[src/fexp_pkg.sv]
// Shared constants, types and fp32 arithmetic functions for the exp block.
package fexp_pkg;

   localparam logic [31:0] K_MAGIC    = 32'h4B40007F;
   localparam logic [31:0] K_NMAGIC   = 32'hCB40007F;
   localparam logic [31:0] K_LOG2E    = 32'h3FB8AA3B;
   localparam logic [31:0] K_MLN2_HI  = 32'hBF317200;
   localparam logic [31:0] K_MLN2_LO  = 32'hB5BFBE8E;
   localparam logic [31:0] K_C5       = 32'h3C07CFCE;
   localparam logic [31:0] K_C4       = 32'h3D2B9D0D;
   localparam logic [31:0] K_C3       = 32'h3E2AAD40;
   localparam logic [31:0] K_C2       = 32'h3EFFFEE3;
   localparam logic [31:0] K_C1       = 32'h3F7FFFFB;
   localparam logic [31:0] K_CUTOFF   = 32'hC2AEAC4F;
   localparam logic [31:0] QNAN       = 32'h7FC00000;
   localparam logic [31:0] QUIET_BIT  = 32'h00400000;
   localparam int unsigned EXP_SHIFT  = 23;

   // Side information that travels with each item down the pipeline.
   typedef struct packed {
      logic        is_nan;
      logic        below;
      logic        last;
      logic [31:0] x;
   } side_type;

   function automatic logic is_nan(input logic [31:0] a);
      is_nan = (a[30:23] == 8'hFF) && (a[22:0] != 23'd0);
   endfunction

   // Round and pack a normalized value: sign, unbiased-ish exponent, 27-bit
   // significand with hidden bit at 26 and a sticky bit at 0.
   function automatic logic [31:0] fp_round(input logic s, input logic signed [10:0] e,
                                            input logic [26:0] m);
      logic [26:0] mm;
      logic signed [10:0] ee;
      logic [4:0] sh;
      logic        st;
      logic [24:0] r;
      logic        inc;
      mm = m;
      ee = e;
      // Denormalize below the smallest normal exponent.
      if (ee < 11'sd1) begin
         sh = (ee < -11'sd26) ? 5'd27 : 5'(11'sd1 - ee);
         st = 1'b0;
         for (int i = 0; i < 27; i++)
            if (i < int'(sh) && mm[i]) st = 1'b1;
         mm = (sh >= 5'd27) ? 27'd0 : (mm >> sh);
         mm[0] = mm[0] | st;
         ee = 11'sd0;
      end
      inc = mm[2] & (mm[1] | mm[0] | mm[3]);
      r = {1'b0, mm[26:3]} + 25'(inc);
      if (r[24]) begin
         r = r >> 1;
         ee = ee + 11'sd1;
      end else if (ee == 11'sd0 && r[23]) begin
         ee = 11'sd1;
      end
      if (ee >= 11'sd255) fp_round = {s, 8'hFF, 23'd0};
      else fp_round = {s, ee[7:0], r[22:0]};
   endfunction

   function automatic logic [31:0] fp_mul(input logic [31:0] a, input logic [31:0] b);
      logic        s;
      logic [23:0] ma, mb;
      logic signed [10:0] ea, eb, e;
      logic [47:0] p;
      logic [26:0] m;
      logic [5:0]  lz;
      logic        found;
      s  = a[31] ^ b[31];
      ma = {(a[30:23] != 8'd0), a[22:0]};
      mb = {(b[30:23] != 8'd0), b[22:0]};
      ea = (a[30:23] == 8'd0) ? 11'sd1 : 11'(a[30:23]);
      eb = (b[30:23] == 8'd0) ? 11'sd1 : 11'(b[30:23]);
      p  = ma * mb;
      lz = 6'd0;
      found = 1'b0;
      for (int i = 47; i >= 0; i--)
         if (!found && p[i]) begin
            found = 1'b1;
            lz = 6'(47 - i);
         end
      if (is_nan(a) || is_nan(b)) fp_mul = QNAN;
      else if ((a[30:23] == 8'hFF && b[30:0] == 31'd0) ||
               (b[30:23] == 8'hFF && a[30:0] == 31'd0)) fp_mul = QNAN;
      else if (a[30:23] == 8'hFF || b[30:23] == 8'hFF) fp_mul = {s, 8'hFF, 23'd0};
      else if (!found) fp_mul = {s, 31'd0};
      else begin
         p = p << lz;
         m = {p[47:22], (p[21:0] != 22'd0)};
         e = ea + eb - 11'sd126 - 11'(lz);
         fp_mul = fp_round(s, e, m);
      end
   endfunction

   function automatic logic [31:0] fp_add(input logic [31:0] a, input logic [31:0] b);
      logic [31:0] x, y;
      logic [7:0]  ex, ey, d;
      logic [50:0] mx, my, sum;
      logic        sub, found;
      logic [5:0]  lz;
      logic signed [10:0] e;
      logic [26:0] m;
      if ({1'b0, a[30:0]} >= {1'b0, b[30:0]}) begin x = a; y = b; end
      else begin x = b; y = a; end
      ex = (x[30:23] == 8'd0) ? 8'd1 : x[30:23];
      ey = (y[30:23] == 8'd0) ? 8'd1 : y[30:23];
      d  = ex - ey;
      mx = {1'b0, (x[30:23] != 8'd0), x[22:0], 26'd0};
      my = {1'b0, (y[30:23] != 8'd0), y[22:0], 26'd0};
      if (d > 8'd49) my = {50'd0, (my != 51'd0)};
      else my = (my >> d) | 51'(((my & ((51'd1 << d) - 51'd1)) != 51'd0));
      sub = x[31] ^ y[31];
      sum = sub ? (mx - my) : (mx + my);
      lz = 6'd0;
      found = 1'b0;
      for (int i = 50; i >= 0; i--)
         if (!found && sum[i]) begin
            found = 1'b1;
            lz = 6'(50 - i);
         end
      if (is_nan(a) || is_nan(b)) fp_add = QNAN;
      else if (a[30:23] == 8'hFF && b[30:23] == 8'hFF && sub) fp_add = QNAN;
      else if (x[30:23] == 8'hFF) fp_add = x;
      else if (!found) fp_add = (a[31] & b[31]) ? 32'h80000000 : 32'd0;
      else begin
         sum = sum << lz;
         m = {sum[50:25], (sum[24:0] != 25'd0)};
         e = 11'(ex) + 11'sd1 - 11'(lz);
         fp_add = fp_round(x[31], e, m);
      end
   endfunction

   // Signed compare a < b for non-NaN fp32 values.
   function automatic logic fp_lt(input logic [31:0] a, input logic [31:0] b);
      if (a[31] != b[31]) fp_lt = a[31] && ((a[30:0] | b[30:0]) != 31'd0);
      else if (a[31]) fp_lt = a[30:0] > b[30:0];
      else fp_lt = a[30:0] < b[30:0];
   endfunction

endpackage

[src/fexp_stage.sv]
// One pipeline stage: one fp32 multiply or add with a registered result.
module fexp_stage
   import fexp_pkg::*;
#(
   parameter bit IS_MUL = 1'b1
) (
   input  logic        clock,
   input  logic        reset,
   input  logic        enable,
   input  logic        valid_in,
   input  logic [31:0] a,
   input  logic [31:0] b,
   output logic        valid_out,
   output logic [31:0] q
);

   logic [31:0] q_ff, q_in;
   logic        v_ff;

   // Single rounded operation.
   assign q_in = IS_MUL ? fp_mul(a, b) : fp_add(a, b);

   always_ff @(posedge clock) begin
      if (reset) v_ff <= 1'b0;
      else if (enable) v_ff <= valid_in;
      if (enable) q_ff <= q_in;
   end

   assign valid_out = v_ff;
   assign q = q_ff;

endmodule

[config.mk]
export PLATFORM = sky130hd
export DESIGN_NAME = fexp_stage
export DESIGN_NICKNAME = d
export VERILOG_FILES = /design/src/fexp_pkg.sv /design/src/fexp_stage.sv
export SDC_FILE = /design/constraint.sdc
export NUM_CORES = 2
export LEC_CHECK = 0
export ABC_AREA = 1
export BUFFER_PORTS_ARGS = -buffer_cell sky130_fd_sc_hd__buf_4
export CELL_PAD_IN_SITES_DETAIL_PLACEMENT = 0
export CELL_PAD_IN_SITES_GLOBAL_PLACEMENT = 1
export CORE_MARGIN = 4
export CORE_UTILIZATION = 48
export DETAILED_ROUTE_END_ITERATION = 10
export HOLD_SLACK_MARGIN = 0.03
export PLACE_DENSITY_LB_ADDON = 0.1
export RECOVER_POWER = 100
export SKIP_CTS_REPAIR_TIMING = 1
export SYNTH_ARGS = -nofsm -noshare
export SYNTH_HDL_FRONTEND = slang
export SYNTH_SLANG_ARGS = --single-unit
export TNS_END_PERCENT = 10
[constraint.sdc]
create_clock -name clock -period 22.2 [get_ports clock]
set_clock_uncertainty 0.15 [all_clocks]
set_input_delay 6.66 -clock clock [delete_from_list [all_inputs] [get_ports clock]]
set_output_delay 6.66 -clock clock [all_outputs]
set_load 0.05 [all_outputs]
==> impl_metrics.toml <==
[yosys]
synthFlopType = "edfxtp_1"
yosys_warnings = 0
synth_edf_count = 32
ys_async_sr_fraction = 0
synth_area_um2 = 29500
netlist_top_cells_area = "fa_1, nand2_1, inv_1"
yosysTopAreaCell = "fa_1"
syn_area_per_cell_um2 = 6.64
ys_types = 66
synth_cells = 4442
seq_area_frac_synth = 0.0332
synth_fp_nets = 5196
yosysTopAreaCellShare = 0.328
synth-seq-cells = 33

[layout]
fin_nets = 5182
stdcell_count = 5211
drive_above_1_share = 0.0754
seq_area_um2 = 981
area_growth_pct = 6.44
multiInputGateArea_um2 = 24000
fill_cells = 6364
diodes = 0

[grt]
grt_max_degree = 55
antenna_found_initial = 0
grt_pass1_wl_um = 162000
grt_overflow = 0
gr-usage-all-layers = 0.311
grt_pass1_vias = 28100

[clocking]
cts-htree-levels = 2
clock_path_buffers = 2
insertion_delay_ps = 270
numCtsBuffers = 5
path_clk_slew_ps = 50
cts_tree = "yes"
clock-sinks = 33
root_buffer = "clkbuf_16"

[sta]
setup_tns_ps = 0
worst_slack_ps = 1070
final-hold-violation-count = 0
period_needed_ps = 21130
slew_headroom = -0.119
period_share = 0.952
slew_violations = 34
worst_pin_slew_ps = 1680
setup_viol = 0
clock.fmax_mhz = 47.3

[setup_path]
slowest_delay_ps = 560
cp_common_cell = "nand2_1"
cp_slowest_cell = "fa_1"
critPathRequiredTime_ps = 22050
start_kind = "input port"
cp_max_fo = 8
cp-end-kind = "flop"
critPathArrivalTime_ps = 20990
critPathKind = "input port to flop"

[route]
routed_wl_um = 103000
vias = 28300
wl_per_cell_um = 19.7
viasPerCell = 5.44
firstDrtPassIters = 8
drt-initial-drc-count = 2504
detail-route-antenna-nets = 0
drc = 0

[die]
ios = 101
rows = 90
die-area_um2 = 65500
initial_core_util = 0.487
die-height_um = 256
core_um2 = 60600
die_x_um = 256

[placed_design]
dp_slack_ps = 204
numPortBuffers = 100
dp_hpwl_um = 82900
finalWeightedCongestion = 0.986
place_inst = 5185

[flow_run]
cap_viol_max_count = 1

[run_status]
violations = "capacitance limit, slew limit"
outcome = "finished, violations left"

[min_path]
hp-class = "flop to flop"
==> cell type report <==
| type | instances | area share |
|---|---|---|
| multi-input cells | 3177 | 0.763 |
| repair buffers | 201 | 0.0481 |
| well taps | 782 | 0.0312 |
| clock inverters | 1 | 0.000956 |
| flip-flops and latches | 33 | 0.0312 |
| inverters | 1010 | 0.121 |
| clock buffers | 7 | 0.00454 |
==> placed cells by master (no fill, tap or decap), drive strengths merged, types with 7 or more instances in the layout <==
| cell type | Yosys | routed |
|---|---|---|
| a21oi | 62 | 62 |
| buf | 47 | 167 |
| clkbuf | 178 | 41 |
| edfxtp | 32 | 32 |
| fa | 484 | 484 |
| ha | 202 | 202 |
| inv | 1005 | 1003 |
| nand2 | 1270 | 1271 |
| nand3 | 577 | 580 |
| nand3b | 7 | 7 |
| nand4 | 64 | 64 |
| nor2 | 264 | 265 |
| nor3 | 36 | 36 |
| nor4 | 24 | 24 |
| o21ai | 40 | 40 |
| o21bai | 8 | 8 |
| xnor2 | 29 | 29 |
| xor2 | 45 | 45 |
==> per-layer routing <==
layer	up-vias	wire length, um	share of wire	GRT usage
met5	-	0	0	0
met4	0	3220	0.031	0.0773
met3	151	7060	0.069	0.0263
met2	1076	45500	0.44	0.493
met1	13700	46900	0.46	0.463
li1	13400	-	-	-
==> synth_stat cells (6+ instances only) <==
library cell / instances
buf_4: 17
inv_1: 996
nand2_2: 12
buf_2: 7
clkbuf_1: 163
inv_2: 9
nand3_1: 564
o21bai_1: 8
nand4_1: 58
ha_1: 202
nor2_2: 38
o21ai_1: 9
a21oi_1: 59
o21ai_0: 30
clkbuf_4: 15
buf_1: 7
nor3_1: 35
nand3b_1: 7
fa_1: 484
a31oi_1: 6
nand2_1: 1255
xnor2_1: 29
nor4_1: 24
nor2_1: 224
nand3_2: 12
buf_6: 16
xor2_1: 45
edfxtp_1: 32
==> critical path: cells and delay by family <==
kind,cells,cell delay [ps]
xor+xnor,1,230
fa+ha+maj,10,4420
simple gates,65,7670
compound gates,3,510
buf+inv,16,1450
==> flip-flops by register name, indices dropped and copies added (netlist names) <==
signal,count
q,32
valid_out,1
==> cells by family (layout without fill, tap and decap cells) <==
| family | Yosys count | count (layout) | share of synthesized area |
|---|---|---|---|
| and+or+nand+nor | 2255 | 2260 | 0.332 |
| buffers and inverters | 1237 | 1219 | 0.166 |
| xor gates and xnor gates | 74 | 74 | 0.0220 |
| adders and majority gates | 686 | 686 | 0.414 |
| muxes | 1 | 1 | 0.000339 |
| AOI/OAI and AO/OA | 156 | 156 | 0.0321 |
| DFF | 33 | 33 | 0.0332 |
==> final timing paths <==
kind             start        end  slack, ps  depth (start not counted)
min reg2reg  valid_out  valid_out        360                          2
max              a[30]      q[25]       1070                         95
max reg2reg  valid_out  valid_out      21450                          2
min          valid_out  valid_out        360                          2
==> stage by stage <==
stage          utilization  area (um2)  hold slack (ps)
3_5_place_dp         0.509       30800              345
6_report             0.518       31400              358
5_1_grt              0.518       31400              401
3_3_place_gp         0.509       30800              337
4_1_cts              0.512       31000              366
2_1_floorplan            -       29500              583
Power is not shown: default switching activity piles up to over one toggle a cycle in this logic, so the estimate is an artifact.
